[config.mk]
export PLATFORM = sky130hd
export DESIGN_NAME = json_structure_emitter_core
export DESIGN_NICKNAME = d
export VERILOG_FILES = /design/src/hdl/jse_pkg.sv /design/src/hdl/jse_bcd.sv /design/src/hdl/jse_dp.sv /design/src/hdl/jse_ctrl.sv /design/src/hdl/json_structure_emitter_core.sv
export VERILOG_INCLUDE_DIRS = /design/src /design/src/hdl
export SDC_FILE = /design/constraint.sdc
export NUM_CORES = 1
export LEC_CHECK = 0
export CORE_MARGIN = 2
export CORE_UTILIZATION = 55
export CTS_CLUSTER_SIZE = 28
export DETAILED_ROUTE_END_ITERATION = 8
export DONT_BUFFER_PORTS = 1
export PLACE_DENSITY = 0.7
export SLEW_MARGIN = 10
export SYNTH_ARGS = -nofsm -noshare
export SYNTH_HDL_FRONTEND = slang
export SYNTH_SLANG_ARGS = --single-unit
[constraint.sdc]
create_clock -name clock -period 9.8 [get_ports clock]
set_clock_uncertainty 0.05 [all_clocks]
set_input_delay 1.47 -clock clock [delete_from_list [all_inputs] [get_ports clock]]
set_output_delay 1.47 -clock clock [all_outputs]
set_load 0.1 [all_outputs]
[src/hdl/json_structure_emitter_core_macros.svh]
// ----------------------------------------------------------------------------
// json_structure_emitter_core assertion macros
// Shared concurrent assertion forms, clocked on clock and disabled in reset.
// ----------------------------------------------------------------------------
`ifndef JSON_STRUCTURE_EMITTER_CORE_MACROS_SVH
`define JSON_STRUCTURE_EMITTER_CORE_MACROS_SVH

// same-cycle implication
`define JSE_CHECK_NOW(label, ante, cons, msg) \
   label: assert property (@(posedge clock) disable iff (reset) (ante) |-> (cons)) \
      else $error(msg);

// next-cycle implication
`define JSE_CHECK_NEXT(label, ante, cons, msg) \
   label: assert property (@(posedge clock) disable iff (reset) (ante) |=> (cons)) \
      else $error(msg);

`endif

[src/hdl/jse_pkg.sv]
// ----------------------------------------------------------------------------
// jse_pkg
// Constants, codes and control/status types of the JSON structure emitter.
// ----------------------------------------------------------------------------
package jse_pkg;

   localparam int MAX_DEPTH  = 8;
   localparam int COUNT_BITS = 16;
   localparam int DEPTH_W    = $clog2(MAX_DEPTH + 1);
   localparam int IDX_W      = (MAX_DEPTH > 1) ? $clog2(MAX_DEPTH) : 1;
   localparam int TOTAL_W    = COUNT_BITS + 1;

   localparam int BIN_W      = 32;
   localparam int DIGITS     = 10;
   localparam int DIG_W      = $clog2(DIGITS);
   localparam int STEP_W     = $clog2(BIN_W + 1);

   localparam logic [2:0] CMD_OPEN_ARRAY  = 3'd0;
   localparam logic [2:0] CMD_OPEN_OBJECT = 3'd1;
   localparam logic [2:0] CMD_INTEGER     = 3'd2;
   localparam logic [2:0] CMD_STR_BYTE    = 3'd3;
   localparam logic [2:0] CMD_EMPTY_STR   = 3'd4;

   localparam logic [1:0] ERR_NONE     = 2'd0;
   localparam logic [1:0] ERR_NO_LAYER = 2'd1;
   localparam logic [1:0] ERR_TOO_DEEP = 2'd2;

   localparam logic [7:0] CH_LBRACKET = 8'h5B;
   localparam logic [7:0] CH_RBRACKET = 8'h5D;
   localparam logic [7:0] CH_LBRACE   = 8'h7B;
   localparam logic [7:0] CH_RBRACE   = 8'h7D;
   localparam logic [7:0] CH_COLON    = 8'h3A;
   localparam logic [7:0] CH_COMMA    = 8'h2C;
   localparam logic [7:0] CH_QUOTE    = 8'h22;
   localparam logic [7:0] CH_MINUS    = 8'h2D;
   localparam logic [7:0] CH_ZERO     = 8'h30;
   localparam logic [7:0] CH_NUL      = 8'h00;

   typedef enum logic [3:0] {
      SEL_OPEN,
      SEL_CLOSE,
      SEL_SEP,
      SEL_QUOTE,
      SEL_MINUS,
      SEL_DIGIT,
      SEL_STR,
      SEL_ERR_LAYER,
      SEL_ERR_DEEP
   } sel_type;

   typedef struct packed {
      logic    latch;
      logic    emit;
      sel_type sel;
      logic    last;
      logic    push;
      logic    after_step;
      logic    set_instr;
      logic    clr_instr;
      logic    conv_start;
      logic    dig_next;
   } ctrl_cmd_type;

   typedef struct packed {
      logic [2:0] cmd;
      logic       cnt_zero;
      logic       str_last;
      logic       depth_zero;
      logic       depth_one;
      logic       depth_full;
      logic       in_string;
      logic       neg;
      logic       conv_busy;
      logic       top_more;
      logic       dig_zero;
      logic       dig_last;
      logic       started;
      logic       out_free;
   } dp_status_type;

endpackage

[src/hdl/jse_bcd.sv]
// ----------------------------------------------------------------------------
// jse_bcd
// Binary to decimal converter, shift-and-add-3, one input bit per cycle.
// ----------------------------------------------------------------------------
module jse_bcd (
   input  logic                                  clock,
   input  logic                                  reset,
   input  logic                                  start,
   input  logic [jse_pkg::BIN_W-1:0]             bin,
   output logic                                  busy,
   output logic [jse_pkg::DIGITS-1:0][3:0]       digits
);

   localparam int BCD_W = jse_pkg::DIGITS * 4;

   logic [jse_pkg::BIN_W-1:0]          bin_ff;
   logic [jse_pkg::DIGITS-1:0][3:0]    bcd_ff;
   logic [jse_pkg::DIGITS-1:0][3:0]    adj;
   logic [BCD_W-1:0]                   adj_flat;
   logic [BCD_W-1:0]                   bcd_in;
   logic [jse_pkg::STEP_W-1:0]         cnt_ff;
   logic                               busy_ff;

   always_comb begin
      for (int i = 0; i < jse_pkg::DIGITS; i++) begin
         adj[i] = (bcd_ff[i] >= 4'd5) ? bcd_ff[i] + 4'd3 : bcd_ff[i];
      end
      adj_flat = adj;
      bcd_in   = {adj_flat[BCD_W-2:0], bin_ff[jse_pkg::BIN_W-1]};
   end

   always_ff @(posedge clock) begin
      if (reset) begin
         busy_ff <= 1'b0;
         cnt_ff  <= '0;
      end else if (start) begin
         busy_ff <= 1'b1;
         cnt_ff  <= jse_pkg::STEP_W'(jse_pkg::BIN_W);
      end else if (busy_ff) begin
         cnt_ff <= cnt_ff - jse_pkg::STEP_W'(1);
         if (cnt_ff == jse_pkg::STEP_W'(1)) begin
            busy_ff <= 1'b0;
         end
      end
   end

   always_ff @(posedge clock) begin
      if (start) begin
         bin_ff <= bin;
         bcd_ff <= '0;
      end else if (busy_ff) begin
         bin_ff <= {bin_ff[jse_pkg::BIN_W-2:0], 1'b0};
         bcd_ff <= bcd_in;
      end
   end

   assign busy   = busy_ff;
   assign digits = bcd_ff;

endmodule

[src/hdl/jse_dp.sv]
// ----------------------------------------------------------------------------
// jse_dp
// Datapath: request latch, nesting stack, string flag, decimal converter,
// byte select and the result register.
// ----------------------------------------------------------------------------
`include "json_structure_emitter_core_macros.svh"

module jse_dp (
   input  logic                    clock,
   input  logic                    reset,
   input  jse_pkg::ctrl_cmd_type   cmd_i,
   output jse_pkg::dp_status_type  status_o,
   input  logic [2:0]              req_command,
   input  logic [15:0]             req_count,
   input  logic signed [31:0]      req_value,
   input  logic [7:0]              req_str_byte,
   input  logic                    req_str_last,
   output logic                    rsp_valid,
   input  logic                    rsp_ready,
   output logic [7:0]              rsp_out_byte,
   output logic                    rsp_run_last,
   output logic [1:0]              rsp_error
);

   localparam int DW = jse_pkg::DEPTH_W;
   localparam int IW = jse_pkg::IDX_W;
   localparam int TW = jse_pkg::TOTAL_W;
   localparam int CW = jse_pkg::COUNT_BITS;

   logic [2:0]                       cmd_ff;
   logic [CW-1:0]                    cnt_ff;
   logic [31:0]                      value_ff;
   logic [7:0]                       str_byte_ff;
   logic                             str_last_ff;

   logic [DW-1:0]                    depth_ff;
   logic                             in_string_ff;
   logic [TW-1:0]                    pos_ff   [jse_pkg::MAX_DEPTH];
   logic [TW-1:0]                    total_ff [jse_pkg::MAX_DEPTH];
   logic                             obj_ff   [jse_pkg::MAX_DEPTH];

   logic [jse_pkg::DIG_W-1:0]        dig_idx_ff;
   logic                             started_ff;

   logic                             out_valid_ff;
   logic [7:0]                       out_byte_ff;
   logic                             out_last_ff;
   logic [1:0]                       out_error_ff;

   logic [IW-1:0]                    top_idx;
   logic [IW-1:0]                    push_idx;
   logic [TW-1:0]                    top_pos;
   logic [TW-1:0]                    pos_inc;
   logic                             top_obj;
   logic                             top_more;
   logic [31:0]                      mag;
   logic                             conv_busy;
   logic [jse_pkg::DIGITS-1:0][3:0]  digits;
   logic [3:0]                       cur_digit;
   logic [7:0]                       byte_in;
   logic [1:0]                       error_in;
   logic                             out_free;

   assign top_idx   = IW'(depth_ff - DW'(1));
   assign push_idx  = IW'(depth_ff);
   assign top_pos   = pos_ff[top_idx];
   assign top_obj   = obj_ff[top_idx];
   assign pos_inc   = top_pos + TW'(1);
   assign top_more  = pos_inc < total_ff[top_idx];
   assign mag       = value_ff[31] ? (~value_ff + 32'd1) : value_ff;
   assign cur_digit = digits[dig_idx_ff];
   assign out_free  = !out_valid_ff || rsp_ready;

   jse_bcd u_bcd (
      .clock  (clock),
      .reset  (reset),
      .start  (cmd_i.conv_start),
      .bin    (mag),
      .busy   (conv_busy),
      .digits (digits)
   );

   always_comb begin
      error_in = jse_pkg::ERR_NONE;
      case (cmd_i.sel)
         jse_pkg::SEL_OPEN:
            byte_in = cmd_ff[0] ? jse_pkg::CH_LBRACE : jse_pkg::CH_LBRACKET;
         jse_pkg::SEL_CLOSE:
            byte_in = top_obj ? jse_pkg::CH_RBRACE : jse_pkg::CH_RBRACKET;
         jse_pkg::SEL_SEP:
            byte_in = (top_obj && pos_inc[0]) ? jse_pkg::CH_COLON : jse_pkg::CH_COMMA;
         jse_pkg::SEL_QUOTE: byte_in = jse_pkg::CH_QUOTE;
         jse_pkg::SEL_MINUS: byte_in = jse_pkg::CH_MINUS;
         jse_pkg::SEL_DIGIT: byte_in = jse_pkg::CH_ZERO + {4'd0, cur_digit};
         jse_pkg::SEL_STR:   byte_in = str_byte_ff;
         jse_pkg::SEL_ERR_LAYER: begin
            byte_in  = jse_pkg::CH_NUL;
            error_in = jse_pkg::ERR_NO_LAYER;
         end
         jse_pkg::SEL_ERR_DEEP: begin
            byte_in  = jse_pkg::CH_NUL;
            error_in = jse_pkg::ERR_TOO_DEEP;
         end
         default: byte_in = jse_pkg::CH_NUL;
      endcase
   end

   always_ff @(posedge clock) begin
      if (cmd_i.latch) begin
         cmd_ff      <= req_command;
         cnt_ff      <= req_count[CW-1:0];
         value_ff    <= $unsigned(req_value);
         str_byte_ff <= req_str_byte;
         str_last_ff <= req_str_last;
      end
   end

   always_ff @(posedge clock) begin
      if (reset) begin
         depth_ff     <= '0;
         in_string_ff <= 1'b0;
      end else begin
         if (cmd_i.latch && req_command != jse_pkg::CMD_STR_BYTE) begin
            in_string_ff <= 1'b0;
         end else if (cmd_i.set_instr) begin
            in_string_ff <= 1'b1;
         end else if (cmd_i.clr_instr) begin
            in_string_ff <= 1'b0;
         end
         if (cmd_i.push) begin
            depth_ff <= depth_ff + DW'(1);
         end else if (cmd_i.after_step && !top_more) begin
            depth_ff <= depth_ff - DW'(1);
         end
      end
   end

   always_ff @(posedge clock) begin
      if (cmd_i.push) begin
         pos_ff[push_idx]   <= '0;
         obj_ff[push_idx]   <= cmd_ff[0];
         total_ff[push_idx] <= cmd_ff[0] ? {cnt_ff, 1'b0} : {1'b0, cnt_ff};
      end else if (cmd_i.after_step && top_more) begin
         pos_ff[top_idx] <= pos_inc;
      end
   end

   always_ff @(posedge clock) begin
      if (reset) begin
         started_ff <= 1'b0;
      end else if (cmd_i.conv_start) begin
         started_ff <= 1'b0;
      end else if (cmd_i.emit && cmd_i.sel == jse_pkg::SEL_DIGIT) begin
         started_ff <= 1'b1;
      end
   end

   always_ff @(posedge clock) begin
      if (cmd_i.conv_start) begin
         dig_idx_ff <= jse_pkg::DIG_W'(jse_pkg::DIGITS - 1);
      end else if (cmd_i.dig_next) begin
         dig_idx_ff <= dig_idx_ff - jse_pkg::DIG_W'(1);
      end
   end

   always_ff @(posedge clock) begin
      if (reset) begin
         out_valid_ff <= 1'b0;
      end else if (cmd_i.emit) begin
         out_valid_ff <= 1'b1;
      end else if (rsp_ready) begin
         out_valid_ff <= 1'b0;
      end
   end

   always_ff @(posedge clock) begin
      if (cmd_i.emit) begin
         out_byte_ff  <= byte_in;
         out_last_ff  <= cmd_i.last;
         out_error_ff <= error_in;
      end
   end

   always_comb begin
      status_o.cmd        = cmd_ff;
      status_o.cnt_zero   = (cnt_ff == '0);
      status_o.str_last   = str_last_ff;
      status_o.depth_zero = (depth_ff == '0);
      status_o.depth_one  = (depth_ff == DW'(1));
      status_o.depth_full = (depth_ff == DW'(jse_pkg::MAX_DEPTH));
      status_o.in_string  = in_string_ff;
      status_o.neg        = value_ff[31];
      status_o.conv_busy  = conv_busy;
      status_o.top_more   = top_more;
      status_o.dig_zero   = (cur_digit == 4'd0);
      status_o.dig_last   = (dig_idx_ff == '0);
      status_o.started    = started_ff;
      status_o.out_free   = out_free;
   end

   assign rsp_valid    = out_valid_ff;
   assign rsp_out_byte = out_byte_ff;
   assign rsp_run_last = out_last_ff;
   assign rsp_error    = out_error_ff;

   `JSE_CHECK_NOW(a_depth_bound, 1'b1, depth_ff <= DW'(jse_pkg::MAX_DEPTH), "depth past limit")
   `JSE_CHECK_NOW(a_push_room, cmd_i.push, depth_ff != DW'(jse_pkg::MAX_DEPTH), "push on full stack")

endmodule

[src/hdl/jse_ctrl.sv]
// ----------------------------------------------------------------------------
// jse_ctrl
// Sequencer: decodes a latched request and steps the datapath through the
// bytes it produces, one byte per free output slot.
// ----------------------------------------------------------------------------
`include "json_structure_emitter_core_macros.svh"

module jse_ctrl (
   input  logic                    clock,
   input  logic                    reset,
   input  logic                    req_valid,
   output logic                    req_ready,
   input  jse_pkg::dp_status_type  status_i,
   output jse_pkg::ctrl_cmd_type   cmd_o
);

   typedef enum logic [6:0] {
      ST_IDLE     = 7'b0000001,
      ST_DISPATCH = 7'b0000010,
      ST_BYTE     = 7'b0000100,
      ST_QUOTE    = 7'b0001000,
      ST_CONV     = 7'b0010000,
      ST_DIGIT    = 7'b0100000,
      ST_AFTER    = 7'b1000000
   } state_type;

   state_type state_ff;
   state_type state_in;

   always_comb begin
      state_in  = state_ff;
      req_ready = 1'b0;
      cmd_o     = '0;
      cmd_o.sel = jse_pkg::SEL_OPEN;
      case (state_ff)
         ST_IDLE: begin
            req_ready = 1'b1;
            if (req_valid) begin
               cmd_o.latch = 1'b1;
               state_in    = ST_DISPATCH;
            end
         end
         ST_DISPATCH: begin
            case (status_i.cmd)
               jse_pkg::CMD_OPEN_ARRAY, jse_pkg::CMD_OPEN_OBJECT: begin
                  if (status_i.out_free) begin
                     cmd_o.emit = 1'b1;
                     if (status_i.depth_full) begin
                        cmd_o.sel  = jse_pkg::SEL_ERR_DEEP;
                        cmd_o.last = 1'b1;
                        state_in   = ST_IDLE;
                     end else begin
                        cmd_o.sel  = jse_pkg::SEL_OPEN;
                        cmd_o.push = 1'b1;
                        if (status_i.cnt_zero) begin
                           state_in = ST_AFTER;
                        end else begin
                           cmd_o.last = 1'b1;
                           state_in   = ST_IDLE;
                        end
                     end
                  end
               end
               jse_pkg::CMD_INTEGER: begin
                  if (status_i.depth_zero) begin
                     if (status_i.out_free) begin
                        cmd_o.emit = 1'b1;
                        cmd_o.sel  = jse_pkg::SEL_ERR_LAYER;
                        cmd_o.last = 1'b1;
                        state_in   = ST_IDLE;
                     end
                  end else if (!status_i.neg) begin
                     cmd_o.conv_start = 1'b1;
                     state_in         = ST_CONV;
                  end else if (status_i.out_free) begin
                     cmd_o.emit       = 1'b1;
                     cmd_o.sel        = jse_pkg::SEL_MINUS;
                     cmd_o.conv_start = 1'b1;
                     state_in         = ST_CONV;
                  end
               end
               jse_pkg::CMD_STR_BYTE: begin
                  if (status_i.out_free) begin
                     cmd_o.emit = 1'b1;
                     if (!status_i.in_string) begin
                        cmd_o.sel       = jse_pkg::SEL_QUOTE;
                        cmd_o.set_instr = 1'b1;
                        state_in        = ST_BYTE;
                     end else begin
                        cmd_o.sel = jse_pkg::SEL_STR;
                        if (status_i.str_last) begin
                           state_in = ST_QUOTE;
                        end else begin
                           cmd_o.last = 1'b1;
                           state_in   = ST_IDLE;
                        end
                     end
                  end
               end
               jse_pkg::CMD_EMPTY_STR: begin
                  if (status_i.out_free) begin
                     cmd_o.emit = 1'b1;
                     cmd_o.sel  = jse_pkg::SEL_QUOTE;
                     state_in   = ST_QUOTE;
                  end
               end
               default: state_in = ST_IDLE;
            endcase
         end
         ST_BYTE: begin
            if (status_i.out_free) begin
               cmd_o.emit = 1'b1;
               cmd_o.sel  = jse_pkg::SEL_STR;
               if (status_i.str_last) begin
                  state_in = ST_QUOTE;
               end else begin
                  cmd_o.last = 1'b1;
                  state_in   = ST_IDLE;
               end
            end
         end
         ST_QUOTE: begin
            if (status_i.out_free) begin
               cmd_o.emit      = 1'b1;
               cmd_o.sel       = jse_pkg::SEL_QUOTE;
               cmd_o.clr_instr = 1'b1;
               if (status_i.depth_zero) begin
                  cmd_o.last = 1'b1;
                  state_in   = ST_IDLE;
               end else begin
                  state_in = ST_AFTER;
               end
            end
         end
         ST_CONV: begin
            if (!status_i.conv_busy) begin
               state_in = ST_DIGIT;
            end
         end
         ST_DIGIT: begin
            if (!status_i.dig_last && !status_i.started && status_i.dig_zero) begin
               cmd_o.dig_next = 1'b1;
            end else if (status_i.out_free) begin
               cmd_o.emit = 1'b1;
               cmd_o.sel  = jse_pkg::SEL_DIGIT;
               if (status_i.dig_last) begin
                  state_in = ST_AFTER;
               end else begin
                  cmd_o.dig_next = 1'b1;
               end
            end
         end
         ST_AFTER: begin
            if (status_i.out_free) begin
               cmd_o.emit       = 1'b1;
               cmd_o.after_step = 1'b1;
               if (status_i.top_more) begin
                  cmd_o.sel  = jse_pkg::SEL_SEP;
                  cmd_o.last = 1'b1;
                  state_in   = ST_IDLE;
               end else begin
                  cmd_o.sel = jse_pkg::SEL_CLOSE;
                  if (status_i.depth_one) begin
                     cmd_o.last = 1'b1;
                     state_in   = ST_IDLE;
                  end
               end
            end
         end
         default: state_in = ST_IDLE;
      endcase
   end

   always_ff @(posedge clock) begin
      if (reset) begin
         state_ff <= ST_IDLE;
      end else begin
         state_ff <= state_in;
      end
   end

   `JSE_CHECK_NOW(a_emit_slot, cmd_o.emit, status_i.out_free, "emit into busy output")
   `JSE_CHECK_NEXT(a_last_idle, cmd_o.emit && cmd_o.last, state_ff == ST_IDLE, "last without idle")
   `JSE_CHECK_NOW(a_after_depth, state_ff == ST_AFTER, !status_i.depth_zero, "close step at top")
   `JSE_CHECK_NOW(a_digit_ready, state_ff == ST_DIGIT, !status_i.conv_busy, "digit while converting")

endmodule

[src/hdl/json_structure_emitter_core.sv]
// ----------------------------------------------------------------------------
// json_structure_emitter_core
// Turns token requests into JSON text, one byte per result, with a nesting
// stack of MAX_DEPTH layers that inserts ':' / ',' and closing brackets.
// ----------------------------------------------------------------------------
// One request is processed at a time: req_ready is high only while the
// sequencer is idle, so a new request is taken once the last byte of the
// previous one is in the output register. A request is latched while idle;
// the decode state then emits the first byte (a positive integer starts the
// converter instead), and each further byte, once the output slot is free.
// An integer emits '-' in its decode state when negative, then runs the
// shift-and-add-3 binary-to-decimal converter (one input bit per cycle),
// then ten steps that each skip a leading zero or emit a digit, then one
// separator or closing bracket per step until a separator or the top layer.
// Commands 5 to 7 produce nothing.
// ----------------------------------------------------------------------------
module json_structure_emitter_core (
   input  logic               clock,
   input  logic               reset,
   input  logic               req_valid,
   output logic               req_ready,
   input  logic [2:0]         req_command,
   input  logic [15:0]        req_count,
   input  logic signed [31:0] req_value,
   input  logic [7:0]         req_str_byte,
   input  logic               req_str_last,
   output logic               rsp_valid,
   input  logic               rsp_ready,
   output logic [7:0]         rsp_out_byte,
   output logic               rsp_run_last,
   output logic [1:0]         rsp_error
);

   jse_pkg::ctrl_cmd_type  ctrl_cmd;
   jse_pkg::dp_status_type dp_status;

   jse_ctrl u_ctrl (
      .clock     (clock),
      .reset     (reset),
      .req_valid (req_valid),
      .req_ready (req_ready),
      .status_i  (dp_status),
      .cmd_o     (ctrl_cmd)
   );

   jse_dp u_dp (
      .clock        (clock),
      .reset        (reset),
      .cmd_i        (ctrl_cmd),
      .status_o     (dp_status),
      .req_command  (req_command),
      .req_count    (req_count),
      .req_value    (req_value),
      .req_str_byte (req_str_byte),
      .req_str_last (req_str_last),
      .rsp_valid    (rsp_valid),
      .rsp_ready    (rsp_ready),
      .rsp_out_byte (rsp_out_byte),
      .rsp_run_last (rsp_run_last),
      .rsp_error    (rsp_error)
   );

endmodule
; ---- Word level (Yosys, flattened, before mapping)
; Memory sizes are Yosys's and may differ from the RTL's.
; Index checks and enable logic that the tools add are counted.
[word_totals]
n_memories = 3
register_bits = 168
ram_bits = 280
input_bits = 64
output_inout_bits = 13
elab_cells = 235
[op_classes]
order_cmp = 12
n_mux = 110
n_eq_ne = 37
bitwise = 1
n_addsub = 17
reduce_logical = 27
[memory_table]
columns = name, depth, word_bits, rd, rd_clocked_by_memory_dff, wr, line
row1 = u_dp.pos_ff, 8, 17, 1, 0, 1, jse_dp.sv:38  ; logic [TW-1:0] pos_ff [jse_pkg::MAX_DEPTH];
row2 = u_dp.total_ff, 8, 17, 1, 0, 1, jse_dp.sv:39  ; logic [TW-1:0] total_ff [jse_pkg::MAX_DEPTH];
row3 = u_dp.obj_ff, 8, 1, 1, 0, 1, jse_dp.sv:40  ; logic obj_ff [jse_pkg::MAX_DEPTH];
[op_table]
columns = cell, n
row1 = $mux 7, 21
row2 = $mux 32, 3
row3 = $mux 4, 14
row4 = $pmux 8 s7, 1
row5 = $mux 6, 9
row6 = $pmux 7 s7, 1
row7 = $ge 4x3->1 const B, 10
row8 = $mux 1, 40
row9 = $mux 5, 8
row10 = $add 4x2->4 const B, 9
row11 = $mux 17, 2
row12 = $add 32x1->32 const B, 1
row13 = $not 32->32, 1
row14 = $pmux 7 s4, 1
row15 = $pmux 5 s5, 1
row16 = $pmux 5 s4, 1
row17 = $add 17x1->17 const B, 1
row18 = $lt 17x17->1, 1
row19 = $reduce_or 17->1, 1
row20 = $bmux 4 s4, 1
row21 = $eq 4x3->1 const B, 4
row22 = $logic_not 16->1, 1
row23 = $logic_not 4->1, 4
row24 = $ne 3x2->1 const B, 5
row25 = other kinds (35), 63

; ---- Longest topological paths before layout
; Gate-level depths: netlist (run 1).
[depth]
depth_word = 10
ltp_mapped = 28
ltp_nobuf = 19

; ---- Modules after synthesis
; From an unflattened synthesis (run 1), not the netlist that was laid out.
[hier_totals]
hier_cells = 1412
area_unflattened_um2 = 20571.0
[modules_own_cells]
columns = module, instances, seq_area_each_um2, area_per_inst_um2, cells_each
row1 = jse_dp, 1, 10760.3, 15701.3, 896
row2 = jse_bcd, 1, 1901.8, 4032.6, 401
row3 = jse_ctrl, 1, 140.1, 837.1, 115

; ---- Worst setup path before layout (run 1)
; Ideal clock, no wire load.
[synth_timing]
path_kind = reg2reg
start = register u_dp.depth_ff[0]
end = memory u_dp.pos_ff[1][0] in the netlist's numbering (enable)
path_buffers = 8
setup_time_ns = 0.397
t_arrival_ns = 7.033
synth_period_minus_slack_ns = 7.479
path_slack_ns = 2.321
stages_incl_launch_ff = 27
required_time_ns = 9.353
cell_sequence = dfxtp_1 buf_4 buf_6 buf_4 buf_2 buf_2 buf_2 inv_1 ha_1 xor2_1 buf_4 buf_1 mux2_2 ha_1 inv_1 a211oi_2 nand2_1 or3_1 xnor2_1 inv_1 ha_1 a21oi_1 o21ai_0 a21oi_1 nand4_1 or4_1 a21oi_1
[synth_via]
elab_chain_cells = 10
elab_cells_between_ends = 19
classes_between = add/sub: 2 / order compare: 1 / eq/ne: 1 / mux: 11 / reduce/logical: 2 / memory: 2
[synth_lines]
columns = element, line
row1 = from (decl), jse_dp.sv:36  ; logic [DW-1:0] depth_ff;
row2 = from (signal assigned), jse_dp.sv:131  ; depth_ff <= depth_ff + DW'(1);
row3 = from (signal assigned), jse_dp.sv:133  ; depth_ff <= depth_ff - DW'(1);
row4 = $sub 4x1->4, n/a
row5 = $mem_v2 8x17, n/a
row6 = $add 17x1->17, jse_dp.sv:68  ; assign pos_inc = top_pos + TW'(1);
row7 = $lt 17x17->1, jse_dp.sv:69  ; assign top_more = pos_inc < total_ff[top_idx];
row8 = $logic_and 1x1->1, jse_dp.sv:143  ; end else if (cmd_i.after_step && top_more) begin
row9 = $mux 1, jse_dp.sv:143
row10 = $mux 1, jse_dp.sv:139  ; if (cmd_i.push) begin
row11 = $mux 1 (implied by the code), jse_dp.sv:144  ; pos_ff[top_idx] <= pos_inc;
row12 = $reduce_or 17->1 (no line), n/a
row13 = $mux 3 (no line) or $mux 1 (tied branches), n/a
row14 = to (decl), jse_dp.sv:38
; Parallel ways exist; a longest one is shown, timed or not.

; ---- Worst setup path after layout (run 1)
[layout_timing]
start = register u_dp.depth_ff[0]
end = memory u_dp.total_ff[5][1] in the netlist's numbering (enable)
[layout_via]
elab_chain_cells = 7
[layout_lines]
columns = element, line
row1 = $eq 4x4->1, jse_dp.sv:190  ; status_o.depth_full = (depth_ff == DW'(jse_pkg::MAX_DEPTH));
row2 = $mux 1, jse_ctrl.sv:48  ; if (status_i.depth_full) begin
row3 = $mux 7, jse_ctrl.sv:46  ; if (status_i.out_free) begin
row4 = $mux 1, jse_ctrl.sv:44  ; case (status_i.cmd)
row5 = $mux 1, jse_ctrl.sv:35  ; case (state_ff)
row6 = $mux 1, jse_dp.sv:139
row7 = $mux 1, jse_dp.sv:142  ; total_ff[push_idx] <= cmd_ff[0] ? {cnt_ff, 1'b0} : {1'b0, cnt_ff};
row8 = to (decl), jse_dp.sv:39
; Parallel ways exist; a longest one is shown, timed or not.

==> results of run 1 <==
-- per-stage QoR --
stage	instances	total power, mW	cell area (um2)
floorplan	1419	2.71	20100
global placement	1850	2.83	20700
detailed placement	1850	2.85	20700
CTS	1932	4.54	22100
global route	1932	4.67	22100
finish	1934	4.51	22200
-- per-layer routing --
| metal | global-route usage (%) | routed length, um | part of all wire, % | vias up |
|---|---|---|---|---|
| met5 | 0 | 0 | 0 | - |
| met4 | 6.87 | 859 | 2.1 | 0 |
| met3 | 4.01 | 1990 | 5.0 | 56 |
| met2 | 35.8 | 20100 | 50 | 261 |
| met1 | 29.1 | 17000 | 43 | 5687 |
| li1 | - | - | - | 5433 |
-- kinds of logic after synthesis --
| kind of cell | share of synthesized area (%) |
|---|---|
| and+or+nand+nor | 9.30 |
| buffers and inverters | 2.26 |
| muxes | 12.5 |
| DFF | 63.6 |
| xor gates and xnor gates | 3.26 |
| AOI/OAI and AO/OA | 6.36 |
| adders and majority gates | 2.74 |
-- sequential cells by signal (all words and copies together), names as in the netlist, 2 cells and up --
register / cells
u_ctrl.state_ff: 7
u_dp.cmd_ff: 3
u_dp.cnt_ff: 16
u_dp.depth_ff: 4
u_dp.dig_idx_ff: 4
u_dp.obj_ff: 8
u_dp.pos_ff: 136
u_dp.rsp_error: 2
u_dp.rsp_out_byte: 8
u_dp.str_byte_ff: 8
u_dp.total_ff: 136
u_dp.u_bcd.bin_ff: 32
u_dp.u_bcd.cnt_ff: 6
u_dp.u_bcd.digits: 40
u_dp.value_ff: 32
-- worst paths after layout --
kind	from	endpoint	slack, ps	cells past startpoint
worst max-delay path	u_dp.depth_ff[0]$_SDFFE_PP0P_	u_dp.total_ff[5][1]$_DFFE_PP_	2220	18
worst min-delay path	u_dp.u_bcd.digits[39]$_SDFFE_PP0P_	u_dp.u_bcd.digits[39]$_SDFFE_PP0P_	430	2
worst max register to register	u_dp.depth_ff[0]$_SDFFE_PP0P_	u_dp.total_ff[5][1]$_DFFE_PP_	2220	18
worst min register to register	u_dp.u_bcd.digits[39]$_SDFFE_PP0P_	u_dp.u_bcd.digits[39]$_SDFFE_PP0P_	430	2
-- worst min-delay path: cells and delay by family, from the launching register on --
kind | cells | cell delay, ps
and+or+nand+nor | 1 | 60
AOI/OAI and AO/OA | 1 | 50
DFF | 1 | 330
-- layout by cell type, fill, tap and decap left out, types with 5 or more instances in the layout --
master                      instances
sky130_fd_sc_hd__a21oi_1           63
sky130_fd_sc_hd__a22oi_1            5
sky130_fd_sc_hd__buf_4             25
sky130_fd_sc_hd__bufinv_16          6
sky130_fd_sc_hd__clkbuf_1           9
sky130_fd_sc_hd__clkbuf_16         45
sky130_fd_sc_hd__clkinv_1          15
sky130_fd_sc_hd__dfxtp_1           64
sky130_fd_sc_hd__edfxtp_1         383
sky130_fd_sc_hd__ha_1              43
sky130_fd_sc_hd__inv_1             45
sky130_fd_sc_hd__mux2_2            19
sky130_fd_sc_hd__mux2i_1           52
sky130_fd_sc_hd__mux4_2            74
sky130_fd_sc_hd__nand2_1          112
sky130_fd_sc_hd__nand2b_1          20
sky130_fd_sc_hd__nand3_1           31
sky130_fd_sc_hd__nand3b_1           6
sky130_fd_sc_hd__nand4_1           10
sky130_fd_sc_hd__nor2_1            93
sky130_fd_sc_hd__nor2b_1           16
sky130_fd_sc_hd__nor3_1            26
sky130_fd_sc_hd__nor3_2             5
sky130_fd_sc_hd__nor3b_1            6
sky130_fd_sc_hd__nor4_1            13
sky130_fd_sc_hd__nor4_2             5
sky130_fd_sc_hd__o21ai_0           86
sky130_fd_sc_hd__o31ai_1           11
sky130_fd_sc_hd__or3_1              7
sky130_fd_sc_hd__or4_1              6
sky130_fd_sc_hd__xnor2_1           27
sky130_fd_sc_hd__xor2_1            47
-- power breakdown --
part / total [mW] / internal [mW] / leakage, nW / switching (mW)
logic: 0.493 / 0.173 / 2.84 / 0.320
clock network: 1.70 / 1.00 / 0.697 / 0.697
registers: 2.32 / 2.21 / 4.04 / 0.104
-- area by class of cell --
type | instances | area share (%)
Antenna cell | 2 | 0.0226
Clock buffer | 54 | 5.24
Clock inverter | 28 | 1.30
Inverter | 47 | 0.796
Multi-Input combinational cell | 862 | 31.3
Sequential cell | 448 | 57.8
Tap cell | 468 | 2.64
Timing Repair Buffer | 25 | 0.847
-- cells in the mapped netlist (all sizes together) (2+ instances only) --
cell,instances
mux4,78
mux2,19
nand4b,2
o41ai,4
nor4b,2
a221o,3
and2,4
nand4,10
a2111oi,2
o22ai,4
xnor2,27
ha,44
nand2b,20
o21a,2
nand3b,6
mux2i,52
o21ai,89
a21o,3
or4,6
nor3,31
or2,3
dfxtp,65
nor3b,7
a211oi,4
o31ai,11
nor4,18
buf,25
or3,8
inv,47
a21oi,65
xor2,48
a22oi,6
a31oi,4
nand2,112
a2111o,3
edfxtp,383
clkbuf,37
nor2,97
a221oi,2
nor2b,17
nand3,31
==> results.txt, run 1 <==
----------------------------------------------------
[CTS]
  H-tree depth reported by CTS ... 2
  TritonCTS clock tree ... built
  Number of post-CTS setup repair buffers ... 0
  Clock-pin slew of the registers on the worst-case setup and hold paths ... 60 ps
  Clock Root Buffer ... sky130_fd_sc_hd__clkbuf_16
  CTS Buffer Depth ... 3
  Number of cells upsized or downsized after cts ... 0
  Total clock sinks ... 448
  Number of buffers added to fix hold violations after cts ... 0
  Clock buffer count from CTS ... 45
  Clock Latency Late Sink ... 570 ps

[Die]
  Number of rows created at floorplan ... 70
  Area of the die ... 0.0381 mm2
  Die X ... 195 um
  Core Area ... 0.0363 mm2
  Boundary Pins ... 77
  Vert. Die Dim ... 195 um
  Initial cell density of the core ... 55.4%

[Logic synthesis]
  Portion of synthesized cell area occupied by the leading cell type ... 57.2%
  Count of different cell masters after synthesis ... 73
  Count of synthesis-stage warnings from yosys ... 0
  Post-synth EDFFs ... 383
  Net count of the mapped netlist ... 1527
  Dominant cells by area after synthesis ... sky130_fd_sc_hd__edfxtp_1, sky130_fd_sc_hd__mux4_2, sky130_fd_sc_hd__dfxtp_1, sky130_fd_sc_hd__ha_1, sky130_fd_sc_hd__mux2i_1
  Library cell with the largest summed area after synthesis ... sky130_fd_sc_hd__edfxtp_1
  Sequential share of the synthesized area ... 63.6%
  Most used DFF post-synth ... sky130_fd_sc_hd__edfxtp_1
  Seq cells post-synth ... 448
  Synth async-reset ratio ... 0%
  Synthesized instance count ... 1419
  Post-synthesis instance area ... 0.0201 mm2
  Average instance area after synthesis ... 14.2 um2

[Power]
  Pwr per Cell Area ... 204 mW/mm2
  Leakage power summed over all cells ... 7.58 nW
  Worst vdd rail ir drop ... 0.173 mV

[Setup path]
  Slowest CP cell ... sky130_fd_sc_hd__nor2_2
  Worst Setup Start Kind ... flip-flop
  Largest driver fanout on the critical path ... 49
  Family of cells with the greatest summed delay on the critical path ... simple AND/OR/NAND/NOR gates
  Critical-path cell list ... inv_1, ha_4, buf_4, mux4_2, mux2i_1, nor4_2, nand4_1, nor3_2, xnor2_1, ha_1, nand4_1, nor4_1, o2111ai_1, nand4_1, buf_4, mux2i_1, nand3_1, nor2_2
  CP Buf/Inv Count ... 3
  CP Data Required Time ... 9920 ps
  Cell repeated most along the worst path ... sky130_fd_sc_hd__nand4_1
  Kind of capture point of the worst setup path ... flip-flop
  Worst stage delay on the critical path ... 1020 ps
  Arr. time, crit path ... 7710 ps
  Category of the critical setup timing path ... reg -> reg

[Route]
  Antenna Nets Post-Route ... 0
  Drt wl/cell ... 20.7 um
  Vias per cell ... 5.91
  DR DRC count ... 0
  Iter 0 DRT Violations ... 950
  Router iterations before antenna repair ... 5
  Vias ... 11400
  Total wire length after detailed routing ... 40000 um

[Timing]
  Transition time at the pin with the least slew margin ... 1210 ps
  Ratio of final minimum period to clock period ... 77.4%
  Period minus WS final ... 7580 ps
  Total negative slack ... 0 ps
  Timing-limited maximum frequency ... 132 MHz
  Post-route setup slack ... 2220 ps
  Final hold violations ... 0
  Final setup violation count ... 0
  Max-slew violation count ... 0
  Rel. slew slack ... 19.3%
  WHS ... 434 ps
  Unrepaired setup endpoints after global routing ... false

[Global routing]
  Number of global-route vias before repair ... 11200
  Aggregate global-route resource usage ... 21.6%
  Number of antenna violations at the first check in global routing ... 2
  Remaining global-route overflow ... 0
  Largest net degree at the start of global routing ... 70
  Wire length of the first global-routing pass ... 63200 um

[Finish]
  Proportion of layout cells with a drive suffix above 1 ... 14.4%
  Area growth, synth to finish ... 10.1%
  FF+latch area ... 0.0128 mm2
  Utilization after layout ... 60.9%
  Multi-input logic area ... 0.00694 mm2
  Filler instances ... 2687
  Layout net count ... 1537

[Outcome]
  Outcome ... complete, no violations

[Flow run]
  Number of max-cap violations ... 0

[Place]
  Final HPWL DP ... 25500 um
  DP Worst Slack ... 2250 ps
  Placer's final routability congestion estimate ... 0.869
  Quantity of I/O buffers inserted on ports ... 0

[Hold path]
  Hold crit path type ... reg -> reg

----------------------------------------------------
(Power assumes the default switching activity.)
==> run 2: changes to the inputs <==
- clock period: 9.8 -> 7.4 ns (I/O delays scaled with it)
==> results.txt, run 2 (synthesis results as in run 1) <==
----------------------------------------------------
[Finish]
  Multi-input logic area ... 0.00694 mm2
  Area growth, synth to finish ... 10.6%
  Cell area after layout ... 0.0222 mm2
  Proportion of layout cells with a drive suffix above 1 ... 15.3%
  Layout net count ... 1543
  Commonest cells after routing, fill and taps aside ... sky130_fd_sc_hd__edfxtp_1, sky130_fd_sc_hd__nand2_1, sky130_fd_sc_hd__nor2_1
  FF+latch area ... 0.0128 mm2
  Most frequent standard cell in the layout excluding fill and tap cells ... sky130_fd_sc_hd__edfxtp_1
  Filler instances ... 2679
  Utilization after layout ... 61.2%

[Setup path]
  Arr. time, crit path ... 6600 ps
  Family of cells with the greatest summed delay on the critical path ... simple AND/OR/NAND/NOR gates
  Cell repeated most along the worst path ... sky130_fd_sc_hd__inv_1
  Kind of capture point of the worst setup path ... flip-flop
  CP Data Required Time ... 7580 ps
  Worst reg2reg setup slack ... 990 ps
  Path length in cells of the critical path ... 21
  Capture point of the worst reg-to-reg path ... u_dp.pos_ff[7][6]$_DFFE_PP_
  Slowest CP cell ... sky130_fd_sc_hd__xor2_4
  Beginning of the worst register-to-register path ... u_dp.depth_ff[1]$_SDFFE_PP0P_
  Reg2reg path depth ... 21
  Worst Setup Start Kind ... flip-flop
  CP Buf/Inv Count ... 5
  Largest driver fanout on the critical path ... 25
  Critical-path cell list ... inv_1, ha_4, xor2_4, mux2_2, ha_1, inv_1, a211oi_2, nand2_1, or3_1, xnor2_1, inv_1, ha_1, a21oi_1, o21ai_0, a21oi_1, nand4_1, buf_4, nor4_1, a31oi_1, nor2_1, buf_4
  Worst stage delay on the critical path ... 650 ps
  Category of the critical setup timing path ... reg -> reg

[Route]
  Total wire length after detailed routing ... 39500 um
  DR DRC count ... 0
  Drt wl/cell ... 20.4 um
  Antenna Nets Post-Route ... 0
  Vias ... 11400
  Vias per cell ... 5.87
  Iter 0 DRT Violations ... 673
  Router iterations before antenna repair ... 5

[Power]
  Leakage power summed over all cells ... 7.64 nW
  Sum of internal, switching and leakage power ... 6.01 mW
  Worst vdd rail ir drop ... 0.229 mV
  Pwr per Cell Area ... 270 mW/mm2

[Place]
  Area post-placement ... 0.0207 mm2
  Placer's final routability congestion estimate ... 0.838
  DP Worst Slack ... 1040 ps
  Quantity of I/O buffers inserted on ports ... 0
  Final HPWL DP ... 26000 um

[CTS]
  TritonCTS clock tree ... built
  Clock-pin slew of the registers on the worst-case setup and hold paths ... 60 ps
  Number of buffers added to fix hold violations after cts ... 0
  Total clock sinks ... 448
  Clock Latency Late Sink ... 550 ps
  Clock buffer count from CTS ... 46
  CTS Buffer Depth ... 3
  H-tree depth reported by CTS ... 2
  Number of cells upsized or downsized after cts ... 0
  Number of post-CTS setup repair buffers ... 0
  Clock Root Buffer ... sky130_fd_sc_hd__clkbuf_16

[Die]
  Boundary Pins ... 77
  Core Area ... 0.0363 mm2
  Die X ... 195 um
  Initial cell density of the core ... 55.4%
  Area of the die ... 0.0381 mm2
  Vert. Die Dim ... 195 um
  Number of rows created at floorplan ... 70

[Timing]
  Timing-limited maximum frequency ... 156 MHz
  Final setup violation count ... 0
  Total negative slack ... 0 ps
  Max-slew violation count ... 0
  Ratio of final minimum period to clock period ... 86.7%
  Post-route setup slack ... 986 ps
  Unrepaired setup endpoints after global routing ... false
  Transition time at the pin with the least slew margin ... 1080 ps
  Period minus WS final ... 6410 ps
  Rel. slew slack ... 27.8%
  Final hold violations ... 0

[Hold path]
  End point of the most critical hold path ... u_dp.u_bcd.digits[39]$_SDFFE_PP0P_
  Worst Min Path Start ... u_dp.u_bcd.digits[39]$_SDFFE_PP0P_
  Hold crit path type ... reg -> reg
  Hold-critical path depth ... 2

[Global routing]
  Aggregate global-route resource usage ... 20.9%
  Largest net degree at the start of global routing ... 70
  Remaining global-route overflow ... 0
  Number of global-route vias before repair ... 11100
  Wire length of the first global-routing pass ... 62000 um
  Number of antenna violations at the first check in global routing ... 1

[Outcome]
  Outcome ... complete, no violations

[Flow run]
  Number of max-cap violations ... 0

----------------------------------------------------
[run 2: worst max-delay path by stage]
stage	to	from	slack, ps
floorplan	u_dp.pos_ff[1][0]$_DFFE_PP_	u_dp.depth_ff[0]$_SDFFE_PP0P_	-80
global placement	u_dp.pos_ff[1][7]$_DFFE_PP_	u_dp.depth_ff[1]$_SDFFE_PP0P_	1250
detailed placement	u_dp.pos_ff[1][11]$_DFFE_PP_	u_dp.depth_ff[1]$_SDFFE_PP0P_	1040
CTS	u_dp.pos_ff[1][5]$_DFFE_PP_	u_dp.depth_ff[1]$_SDFFE_PP0P_	1010
global route	u_dp.pos_ff[1][10]$_DFFE_PP_	u_dp.depth_ff[1]$_SDFFE_PP0P_	530
finish	u_dp.pos_ff[7][6]$_DFFE_PP_	u_dp.depth_ff[1]$_SDFFE_PP0P_	990
[run 2: metrics by stage]
step | instances | hold slack (ps)
3_5_place_dp | 1855 | 431
2_1_floorplan | 1419 | 394
4_1_cts | 1940 | 440
5_1_grt | 1940 | 451
6_report | 1941 | 431
3_3_place_gp | 1855 | 413
[run 2: cell type report]
cell class / count / area share (%)
Sequential cell: 448 / 57.6
Multi-Input combinational cell: 862 / 31.2
Clock buffer: 56 / 5.63
Tap cell: 468 / 2.63
Clock inverter: 29 / 1.14
Timing Repair Buffer: 30 / 1.01
Inverter: 47 / 0.793
Antenna cell: 1 / 0.0112
[run 2: power breakdown]
part / internal, mW / total (mW) / switching [mW]
sequential: 2.93 / 3.06 / 0.127
clock: 1.35 / 2.28 / 0.936
combinational: 0.234 / 0.666 / 0.431
[run 2: metal layers]
metal / part of all wire (%) / vias to the layer above / GRT usage (%)
met4: 2.2 / 0 / 5.80
met3: 4.8 / 60 / 3.87
li1: - / 5448 / -
met2: 50 / 253 / 35.3
met1: 43 / 5640 / 28.2
met5: 0 / - / 0
[run 2: worst reg2reg max path: stages, from the launching register on]
cell and delay, ps:
sky130_fd_sc_hd__dfxtp_1 530, sky130_fd_sc_hd__inv_1 160, sky130_fd_sc_hd__ha_4 220, sky130_fd_sc_hd__xor2_4 650, sky130_fd_sc_hd__mux2_2 340, sky130_fd_sc_hd__ha_1 230, sky130_fd_sc_hd__inv_1 70, sky130_fd_sc_hd__a211oi_2 400
sky130_fd_sc_hd__nand2_1 140, sky130_fd_sc_hd__or3_1 400, sky130_fd_sc_hd__xnor2_1 200, sky130_fd_sc_hd__inv_1 70, sky130_fd_sc_hd__ha_1 310, sky130_fd_sc_hd__a21oi_1 130, sky130_fd_sc_hd__o21ai_0 110, sky130_fd_sc_hd__a21oi_1 340
sky130_fd_sc_hd__nand4_1 170, sky130_fd_sc_hd__buf_4 270, sky130_fd_sc_hd__nor4_1 270, sky130_fd_sc_hd__a31oi_1 90, sky130_fd_sc_hd__nor2_1 620, sky130_fd_sc_hd__buf_4 330
